### config.mk
export PLATFORM = sky130hd
export DESIGN_NAME = pulse_width_averager
export DESIGN_NICKNAME = d
export VERILOG_FILES = /design/src/hw/rtl/pwa_pkg.sv /design/src/hw/rtl/pwa_divider.sv /design/src/hw/rtl/pulse_width_averager.sv
export SDC_FILE = /design/constraint.sdc
export NUM_CORES = 1
export LEC_CHECK = 0
export BUFFER_PORTS_ARGS = -buffer_cell sky130_fd_sc_hd__buf_2
export CORE_ASPECT_RATIO = 0.75
export CORE_MARGIN = 2
export CORE_UTILIZATION = 45
export DETAILED_ROUTE_END_ITERATION = 16
export PLACE_DENSITY = 0.62
export SLEW_MARGIN = 20
export SYNTH_ARGS = -nofsm -noshare
export SYNTH_HDL_FRONTEND = slang
export SYNTH_SLANG_ARGS = --single-unit
### constraint.sdc
create_clock -name clk -period 4.5 [get_ports clk]
set_clock_uncertainty 0.05 [all_clocks]
set_input_delay 0.45 -clock clk [delete_from_list [all_inputs] [get_ports clk]]
set_output_delay 0.45 -clock clk [all_outputs]
set_load 0.01 [all_outputs]
### src/hw/rtl/pwa_pkg.sv
// ----------------------------------------------------------------------------
// pwa_pkg
// Shared types and constants of the pulse width averager.
// ----------------------------------------------------------------------------
package pwa_pkg;

    // time and tally sizes
    localparam int TIME_BITS  = 32;
    localparam int TALLY_BITS = 16;

    // fixed field widths
    localparam int CFG_BITS   = 16;
    localparam int SUB_BITS   = 16;
    localparam int SUM_BITS   = 32;
    localparam int AVG_BITS   = 32;
    localparam int SEEN_BITS  = 16;

    // shared adder covers both time and sum arithmetic
    localparam int ALU_BITS   = (TIME_BITS > SUM_BITS) ? TIME_BITS : SUM_BITS;

    // width used to saturate the tally into pulses_seen
    localparam int SAT_BITS   = (TALLY_BITS > SEEN_BITS) ? TALLY_BITS : SEEN_BITS;

    // divider: one quotient bit per step
    localparam int DIV_STEPS    = SUM_BITS;
    localparam int DIV_CNT_BITS = $clog2(DIV_STEPS + 1);

    // stream packing
    localparam int S_FIELD_BITS = 1 + SUB_BITS;
    localparam int S_TDATA_BITS = ((S_FIELD_BITS + 7) / 8) * 8;
    localparam int M_FIELD_BITS = AVG_BITS + SEEN_BITS;
    localparam int M_TDATA_BITS = ((M_FIELD_BITS + 7) / 8) * 8;

    // configuration port
    localparam int CFG_INDEX_BITS = 1;
    localparam logic [CFG_INDEX_BITS-1:0] REG_TICK_INCREMENT = 1'b0;
    localparam logic [CFG_INDEX_BITS-1:0] REG_WINDOW_TICKS   = 1'b1;

    localparam logic [CFG_BITS-1:0] TICK_INCREMENT_RESET = 16'd1000;
    localparam logic [CFG_BITS-1:0] WINDOW_TICKS_RESET   = 16'd1000;

    // item kinds
    localparam logic OP_TICK = 1'b0;
    localparam logic OP_EDGE = 1'b1;

    // pin levels
    localparam logic LEVEL_HIGH = 1'b1;

    typedef enum logic [2:0] {
        ST_IDLE,
        ST_EDGE_WIDTH,
        ST_EDGE_SUM,
        ST_DIVIDE,
        ST_DELIVER
    } pwa_state_t;

    typedef struct packed {
        logic busy;
        logic done;
    } div_status_t;

endpackage

### src/hw/rtl/pwa_divider.sv
// ----------------------------------------------------------------------------
// pwa_divider
// Restoring divider: width sum over pulse tally, one quotient bit a cycle.
// ----------------------------------------------------------------------------
module pwa_divider
(
    input  logic                           clk,
    input  logic                           rst_n,
    input  logic                           start,
    input  logic [pwa_pkg::SUM_BITS-1:0]   dividend,
    input  logic [pwa_pkg::TALLY_BITS-1:0] divisor,
    output pwa_pkg::div_status_t           stat,
    output logic [pwa_pkg::SUM_BITS-1:0]   quotient
);
    import pwa_pkg::*;

    logic                    busy_reg;
    logic                    done_reg;
    logic [DIV_CNT_BITS-1:0] count_reg;
    logic [TALLY_BITS-1:0]   rem_reg;
    logic [SUM_BITS-1:0]     quo_reg;
    logic [TALLY_BITS-1:0]   divisor_reg;

    logic [TALLY_BITS:0]     shifted;
    logic [TALLY_BITS+1:0]   diff;
    logic                    borrow;

    // trial subtract of the divisor from the shifted remainder
    always_comb
    begin
        shifted = {rem_reg, quo_reg[SUM_BITS-1]};
        diff    = {1'b0, shifted} - {2'b00, divisor_reg};
        borrow  = diff[TALLY_BITS+1];
    end

    // step control
    always_ff @(posedge clk or negedge rst_n)
    begin
        if (!rst_n)
        begin
            busy_reg  <= 1'b0;
            done_reg  <= 1'b0;
            count_reg <= '0;
        end
        else
        begin
            done_reg <= 1'b0;
            if (start)
            begin
                busy_reg  <= 1'b1;
                count_reg <= DIV_CNT_BITS'(DIV_STEPS);
            end
            else if (busy_reg)
            begin
                count_reg <= count_reg - 1'b1;
                if (count_reg == DIV_CNT_BITS'(1))
                begin
                    busy_reg <= 1'b0;
                    done_reg <= 1'b1;
                end
            end
        end
    end

    // remainder and quotient shift
    always_ff @(posedge clk)
    begin
        if (start)
        begin
            rem_reg     <= '0;
            quo_reg     <= dividend;
            divisor_reg <= divisor;
        end
        else if (busy_reg)
        begin
            rem_reg <= borrow ? shifted[TALLY_BITS-1:0] : diff[TALLY_BITS-1:0];
            quo_reg <= {quo_reg[SUM_BITS-2:0], ~borrow};
        end
    end

    assign stat.busy = busy_reg;
    assign stat.done = done_reg;
    assign quotient  = quo_reg;

endmodule

### src/hw/rtl/pulse_width_averager.sv
// ----------------------------------------------------------------------------
// pulse_width_averager
// Measures high-pulse widths from edge beats and reports their window average.
// ----------------------------------------------------------------------------
// Input stream (s_*): one beat per timer tick (s_tuser = 0) or per pin edge
// (s_tuser = 1, with the pin level and the sub-tick microsecond counter).
// Output stream (m_*): one beat at the end of each window of ticks, carrying
// the average pulse width and the number of pulses seen in that window.
// Configuration: cfg_we/cfg_index/cfg_data write tick_increment (index 0)
// and window_ticks (index 1); write only while the block is idle.
// Sequencing: ticks and rising edges are taken in the idle state; a falling
// edge that closes a pulse passes the width and sum states, as the one shared
// adder forms the edge time, the width and the new sum in turn. A tick that
// ends a window with pulses runs the 32-step restoring divider, then deliver;
// an empty window goes to deliver. s_tready is high only in the idle state.
// Reset: clears time, sum, tally and average, loads both registers and the
// window count with 1000, and drops m_tvalid.
// Stall: a finished result sits in the output register while new beats are
// taken; a second result waits in the sequencer until the first is taken.
// ----------------------------------------------------------------------------
module pulse_width_averager
(
    input  logic                                 clk,
    input  logic                                 rst_n,
    // configuration writes
    input  logic                                 cfg_we,
    input  logic [pwa_pkg::CFG_INDEX_BITS-1:0]   cfg_index,
    input  logic [pwa_pkg::CFG_BITS-1:0]         cfg_data,
    // input beats
    input  logic                                 s_tvalid,
    output logic                                 s_tready,
    input  logic [pwa_pkg::S_TDATA_BITS-1:0]     s_tdata,  // pin_level, sub_tick_count, pad
    input  logic                                 s_tuser,  // opcode
    // result beats
    output logic                                 m_tvalid,
    input  logic                                 m_tready,
    output logic [pwa_pkg::M_TDATA_BITS-1:0]     m_tdata   // average_width, pulses_seen
);
    import pwa_pkg::*;

    pwa_state_t state_reg;
    pwa_state_t state_next;

    logic [CFG_BITS-1:0]   tick_inc_reg;
    logic [CFG_BITS-1:0]   window_ticks_reg;
    logic [TIME_BITS-1:0]  elapsed_reg;
    logic [TIME_BITS-1:0]  pulse_start_reg;
    logic                  in_pulse_reg;
    logic [SUM_BITS-1:0]   width_sum_reg;
    logic [TALLY_BITS-1:0] tally_reg;
    logic [CFG_BITS-1:0]   window_left_reg;
    logic [AVG_BITS-1:0]   last_avg_reg;
    logic [TALLY_BITS-1:0] seen_reg;
    logic [TIME_BITS-1:0]  time_tmp_reg;
    logic                  m_tvalid_reg;
    logic [AVG_BITS-1:0]   out_avg_reg;
    logic [SEEN_BITS-1:0]  out_seen_reg;

    // input fields
    logic                  in_level;
    logic [SUB_BITS-1:0]   in_sub;
    logic                  accept;
    logic                  tick_fire;
    logic                  edge_fire;

    // shared adder
    logic [ALU_BITS-1:0]   alu_a;
    logic [ALU_BITS-1:0]   alu_b;
    logic                  alu_sub;
    logic [ALU_BITS-1:0]   alu_y;

    // tick window logic
    logic [CFG_BITS-1:0]   window_dec;
    logic                  window_end;
    logic                  rise_start;
    logic                  fall_close;

    // sequencer outputs
    logic                  div_start;
    logic                  deliver_fire;
    logic [SEEN_BITS-1:0]  seen_sat;

    div_status_t           div_stat;
    logic [SUM_BITS-1:0]   div_quotient;

    assign in_level  = s_tdata[0];
    assign in_sub    = s_tdata[SUB_BITS:1];
    assign accept    = s_tvalid && s_tready;
    assign tick_fire = accept && (s_tuser == OP_TICK);
    assign edge_fire = accept && (s_tuser == OP_EDGE);

    // window countdown, stops at zero
    assign window_dec = (window_left_reg != '0) ? (window_left_reg - 1'b1) : '0;
    assign window_end = (window_dec == '0);

    assign rise_start = (in_level == LEVEL_HIGH) && !in_pulse_reg;
    assign fall_close = (in_level != LEVEL_HIGH) && in_pulse_reg;

    // saturate tally into the 16-bit field
    assign seen_sat = (SAT_BITS'(seen_reg) > SAT_BITS'({SEEN_BITS{1'b1}}))
                    ? {SEEN_BITS{1'b1}} : SEEN_BITS'(seen_reg);

    // shared add/subtract unit
    assign alu_y = alu_a + (alu_sub ? ~alu_b : alu_b) + ALU_BITS'(alu_sub);

    // next state
    always_comb
    begin
        state_next = state_reg;
        unique case (state_reg)
            ST_IDLE:
            begin
                if (tick_fire && window_end)
                begin
                    state_next = (tally_reg != '0) ? ST_DIVIDE : ST_DELIVER;
                end
                else if (edge_fire && fall_close)
                begin
                    state_next = ST_EDGE_WIDTH;
                end
            end
            ST_EDGE_WIDTH:
            begin
                state_next = ST_EDGE_SUM;
            end
            ST_EDGE_SUM:
            begin
                state_next = ST_IDLE;
            end
            ST_DIVIDE:
            begin
                if (div_stat.done)
                begin
                    state_next = ST_DELIVER;
                end
            end
            ST_DELIVER:
            begin
                if (!m_tvalid_reg || m_tready)
                begin
                    state_next = ST_IDLE;
                end
            end
            default:
            begin
                state_next = ST_IDLE;
            end
        endcase
    end

    // sequencer outputs and adder operands
    always_comb
    begin
        s_tready     = 1'b0;
        div_start    = 1'b0;
        deliver_fire = 1'b0;
        alu_a        = ALU_BITS'(elapsed_reg);
        alu_b        = ALU_BITS'(tick_inc_reg);
        alu_sub      = 1'b0;
        unique case (state_reg)
            ST_IDLE:
            begin
                s_tready  = 1'b1;
                div_start = tick_fire && window_end && (tally_reg != '0);
                if (s_tuser == OP_EDGE)
                begin
                    alu_b = ALU_BITS'(in_sub);
                end
            end
            ST_EDGE_WIDTH:
            begin
                alu_a   = ALU_BITS'(time_tmp_reg);
                alu_b   = ALU_BITS'(pulse_start_reg);
                alu_sub = 1'b1;
            end
            ST_EDGE_SUM:
            begin
                alu_a = ALU_BITS'(width_sum_reg);
                alu_b = ALU_BITS'(time_tmp_reg);
            end
            ST_DIVIDE:
            begin
                alu_a = ALU_BITS'(elapsed_reg);
            end
            ST_DELIVER:
            begin
                deliver_fire = !m_tvalid_reg || m_tready;
            end
            default:
            begin
                s_tready = 1'b0;
            end
        endcase
    end

    // state register
    always_ff @(posedge clk or negedge rst_n)
    begin
        if (!rst_n)
        begin
            state_reg <= ST_IDLE;
        end
        else
        begin
            state_reg <= state_next;
        end
    end

    // configuration registers
    always_ff @(posedge clk or negedge rst_n)
    begin
        if (!rst_n)
        begin
            tick_inc_reg     <= TICK_INCREMENT_RESET;
            window_ticks_reg <= WINDOW_TICKS_RESET;
        end
        else if (cfg_we)
        begin
            unique case (cfg_index)
                REG_TICK_INCREMENT: tick_inc_reg     <= cfg_data;
                REG_WINDOW_TICKS:   window_ticks_reg <= cfg_data;
                default:            tick_inc_reg     <= tick_inc_reg;
            endcase
        end
    end

    // measurement state
    always_ff @(posedge clk or negedge rst_n)
    begin
        if (!rst_n)
        begin
            elapsed_reg     <= '0;
            pulse_start_reg <= '0;
            in_pulse_reg    <= 1'b0;
            width_sum_reg   <= '0;
            tally_reg       <= '0;
            window_left_reg <= WINDOW_TICKS_RESET;
            last_avg_reg    <= '0;
        end
        else
        begin
            // tick: advance time, count window, close window
            if (tick_fire)
            begin
                elapsed_reg <= TIME_BITS'(alu_y);
                if (window_end)
                begin
                    width_sum_reg   <= '0;
                    tally_reg       <= '0;
                    window_left_reg <= window_ticks_reg;
                end
                else
                begin
                    window_left_reg <= window_dec;
                end
            end
            // rising edge opens a pulse at the edge time
            if (edge_fire && rise_start)
            begin
                pulse_start_reg <= TIME_BITS'(alu_y);
                in_pulse_reg    <= 1'b1;
            end
            // falling edge: add width, bump saturating tally
            if (state_reg == ST_EDGE_SUM)
            begin
                width_sum_reg <= SUM_BITS'(alu_y);
                in_pulse_reg  <= 1'b0;
                if (tally_reg != {TALLY_BITS{1'b1}})
                begin
                    tally_reg <= tally_reg + 1'b1;
                end
            end
            if ((state_reg == ST_DIVIDE) && div_stat.done)
            begin
                last_avg_reg <= AVG_BITS'(div_quotient);
            end
        end
    end

    // scratch time and window tally snapshot
    always_ff @(posedge clk)
    begin
        if ((edge_fire && fall_close) || (state_reg == ST_EDGE_WIDTH))
        begin
            time_tmp_reg <= TIME_BITS'(alu_y);
        end
        if (tick_fire && window_end)
        begin
            seen_reg <= tally_reg;
        end
    end

    // output register
    always_ff @(posedge clk or negedge rst_n)
    begin
        if (!rst_n)
        begin
            m_tvalid_reg <= 1'b0;
        end
        else if (deliver_fire)
        begin
            m_tvalid_reg <= 1'b1;
        end
        else if (m_tready)
        begin
            m_tvalid_reg <= 1'b0;
        end
    end

    always_ff @(posedge clk)
    begin
        if (deliver_fire)
        begin
            out_avg_reg  <= last_avg_reg;
            out_seen_reg <= seen_sat;
        end
    end

    assign m_tvalid = m_tvalid_reg;
    assign m_tdata  = M_TDATA_BITS'({out_seen_reg, out_avg_reg});

    // divider for the window average
    pwa_divider u_divider
    (
        .clk      (clk),
        .rst_n    (rst_n),
        .start    (div_start),
        .dividend (width_sum_reg),
        .divisor  (tally_reg),
        .stat     (div_stat),
        .quotient (div_quotient)
    );

    // input beats only reach an idle divider
    assert property (@(posedge clk) disable iff (!rst_n)
        accept |-> !div_stat.busy)
        else $error("input beat taken while divider busy");

    // a result beat only appears out of the deliver step
    assert property (@(posedge clk) disable iff (!rst_n)
        $rose(m_tvalid_reg) |-> $past(state_reg == ST_DELIVER))
        else $error("result beat raised outside deliver");

    // a pulse closes only through the sum update
    assert property (@(posedge clk) disable iff (!rst_n)
        $fell(in_pulse_reg) |-> $past(state_reg == ST_EDGE_SUM))
        else $error("pulse closed without sum update");

    // divider runs only while the sequencer waits on it
    assert property (@(posedge clk) disable iff (!rst_n)
        div_stat.busy |-> (state_reg == ST_DIVIDE))
        else $error("divider busy outside divide step");

endmodule

==> out/metrics.yaml <==
sta:
  timing.final.max_slew_violations: 0
  relSlewSlack_pct: 28.58
  period_needed_ns: 4.317
  hold_viol_final: 24
  hold_slack_ns: -0.1020
  setup_viol: 0
  worst_slew_pin_slew_ns: 1.071
  finalCritPeriodShare_pct: 95.92
  max_clock_freq_ghz: 0.2317
finish:
  layout_common_cells: "323 x nand2_1, 187 x dfrtp_1, 144 x edfxtp_1"
  area_delta_synth_final_pct: 15.29
  final_common_cell: "nand2_1"
  nets: 1883
  drive_gt1_share_pct: 19.86
  fin_util_pct: 52.36
  fill_cells: 3488
  register_area_um2: 9797
  multi_input_area_um2: 7565
critical_path:
  arrival_ns: 4.68
  required_ns: 4.86
  endpoint_kind: "register"
  r2r.worst_path.cells: 16
  cp_max_fo: 9
  worstSetupPathType: "register to register"
  startpoint_type: "register"
pwr:
  irDropWorstVdd_mv: 0.2027
  power_density_nw_per_um2: 344.1
  p_leak_uw: 0.009389
clock_tree:
  root_buffer: "clkbuf_16"
  h-tree-depth: 2
  cts_setup_buffers: 0
  ctsLongestPathBuffers: 3
  ctsResizeCount: 0
  hold_buffers: 0
  cts_tree: "yes"
  clk_pin_slew_worst_paths_ns: 0.07
  cts_buffers: 38
  clk_latency_ns: 0.54
  clock_sinks: 365
grt:
  grt.busiest_layer: "met1"
  gr-total-overflow: 0
  grt_max_degree: 113
  grt_pass1_vias: 12540
  grt_util_met2_pct: 30.49
  track_usage_pct: 21.58
  met1_usage_pct: 34.34
  grt_pass1_wl_um: 70100
  gr-usage-met3_pct: 3.230
  antenna_found_initial: 2
detailed_routing:
  viasPerCell: 5.613
  drt_iter0_drc: 1213
  first_pass_iters: 5
  vias: 13110
  ant_nets: 0
  drt-wirelength-per-cell_um: 18.84
  drc_errors: 0
  postRouteWirelength_um: 43990
yosys:
  netlist_instances: 1660
  synth_fp_nets: 1760
  synth_seq_cells: 365
  ys_types: 84
  yosysWarnings: 0
  synthesis.area_um2: 17860
  seq_area_frac_synth_pct: 54.85
  syn_area_per_cell_um2: 10.76
  synth-edff-count: 144
  async_flop_share_pct: 56.16
  synthFlopType: "dfrtp_1"
floorplanning:
  row_count: 63
  die_w_um: 234.1
  pin_count: 97
  die_y_um: 176.5
  dieArea_um2: 41320
  start_util_pct: 45.41
  core_um2: 39330
run_status:
  violations: "hold timing"
  status: "finished with violations"
place:
  hpwl_um: 30530
  gp_congestion: 0.8878
  io_buffers: 89
worst_hold_path:
  hold_class: "input pin to async pin"
job:
  maxCapViolCount: 0
## cell usage after synthesis (12+ instances only)
cell / number / area, um^2
a21o_1: 29 / 217.7
a21oi_1: 67 / 335.3
a222oi_1: 14 / 140.1
a22o_1: 23 / 201.4
a22oi_1: 34 / 255.2
and3_1: 18 / 112.6
clkbuf_1: 56 / 210.2
dfrtp_1: 187 / 4679
dfstp_2: 18 / 473.0
dfxtp_1: 16 / 320.3
edfxtp_1: 144 / 4324
ha_1: 51 / 638.1
inv_1: 54 / 202.7
mux2_2: 88 / 991.0
mux2i_1: 25 / 250.2
nand2_1: 323 / 1212
nand2b_1: 19 / 118.9
nand3_1: 28 / 140.1
nand4_1: 14 / 87.58
nor2_1: 79 / 296.5
nor2b_1: 12 / 75.07
nor3_1: 18 / 90.09
o21ai_0: 112 / 560.5
xnor2_1: 30 / 262.8
xor2_1: 15 / 131.4
## power breakdown
group          switching [uW]  total [uW]  internal [uW]
combinational             170         293            124
sequential               35.1        3530           3500
clock                    1310        3260           1950
total                    1520        7090           5570
## worst paths after layout
kind | from | to | slack (ns)
max in group asynchronous | rst_n | tick_inc_reg[7] | 3.25
max | state_reg[1] | pulse_start_reg[31] | 0.18
max reg2reg | state_reg[1] | pulse_start_reg[31] | 0.18
min | rst_n | last_avg_reg[13] | -0.10
min reg2reg | seen_reg[4] | out_seen_reg[4] | 0.37
min in group clk | cfg_data[5] | window_ticks_reg[5] | 0.11
## worst max-delay path, cell delays in order, from the launching register on
cell	delay (ns)
dfrtp_1	0.47
a21o_1	0.26
o21bai_1	0.17
buf_4	0.17
a222oi_1	0.41
mux2i_1	0.16
ha_1	0.24
a21o_1	0.17
a21oi_1	0.16
nor2b_1	0.08
a2111oi_1	0.43
buf_4	0.19
nand2_1	0.10
o2111ai_1	0.21
or3b_1	0.43
xnor2_2	0.18
mux2_1	0.32
## final cells by class
| cell class | instances | area share [%] |
|---|---|---|
| clock buffer | 52 | 5.328 |
| antenna | 2 | 0.02430 |
| clock inverter | 18 | 0.9782 |
| tap | 520 | 3.159 |
| sequential | 365 | 47.57 |
| inverter | 54 | 0.9843 |
| multi-input combinational | 1159 | 36.73 |
| timing repair buffer | 165 | 5.219 |
## logic make-up (layout without fill, tap and decap cells)
| group | Yosys count | in the layout | share of synthesized area (%) |
|---|---|---|---|
| AND/OR/NAND/NOR | 570 | 570 | 14.60 |
| AO/OA/AOI/OAI | 374 | 374 | 14.11 |
| flip-flops | 365 | 365 | 54.85 |
| buffers and inverters | 136 | 289 | 3.180 |
| multiplexers | 115 | 115 | 7.075 |
| adder cells (fa/ha/maj) | 53 | 53 | 3.797 |
| XOR/XNOR | 47 | 47 | 2.389 |
| other | 0 | 2 | 0 |
## layer usage
metal,routed length (um),vias to the layer above
met5,0,-
met4,724,0
met3,2656,57
met2,18410,392
met1,22200,6411
li1,-,6247
## through the flow
step | instance area, um^2 | instances | setup slack [ns] | setup TNS, ns | total power [uW]
6_report | 20590 | 2335 | 0.1834 | 0 | 7085
5_1_grt | 20590 | 2335 | -0.005476 | -0.009118 | 7316
4_1_cts | 20560 | 2333 | 0.08730 | 0 | 7151
3_5_place_dp | 19260 | 2263 | 0.1476 | 0 | 3892
3_3_place_gp | 19260 | 2263 | 0.1946 | 0 | 3885
2_1_floorplan | 17870 | 1660 | 0.08071 | 0 | 3740
Power figures use the tool's default switching activity.
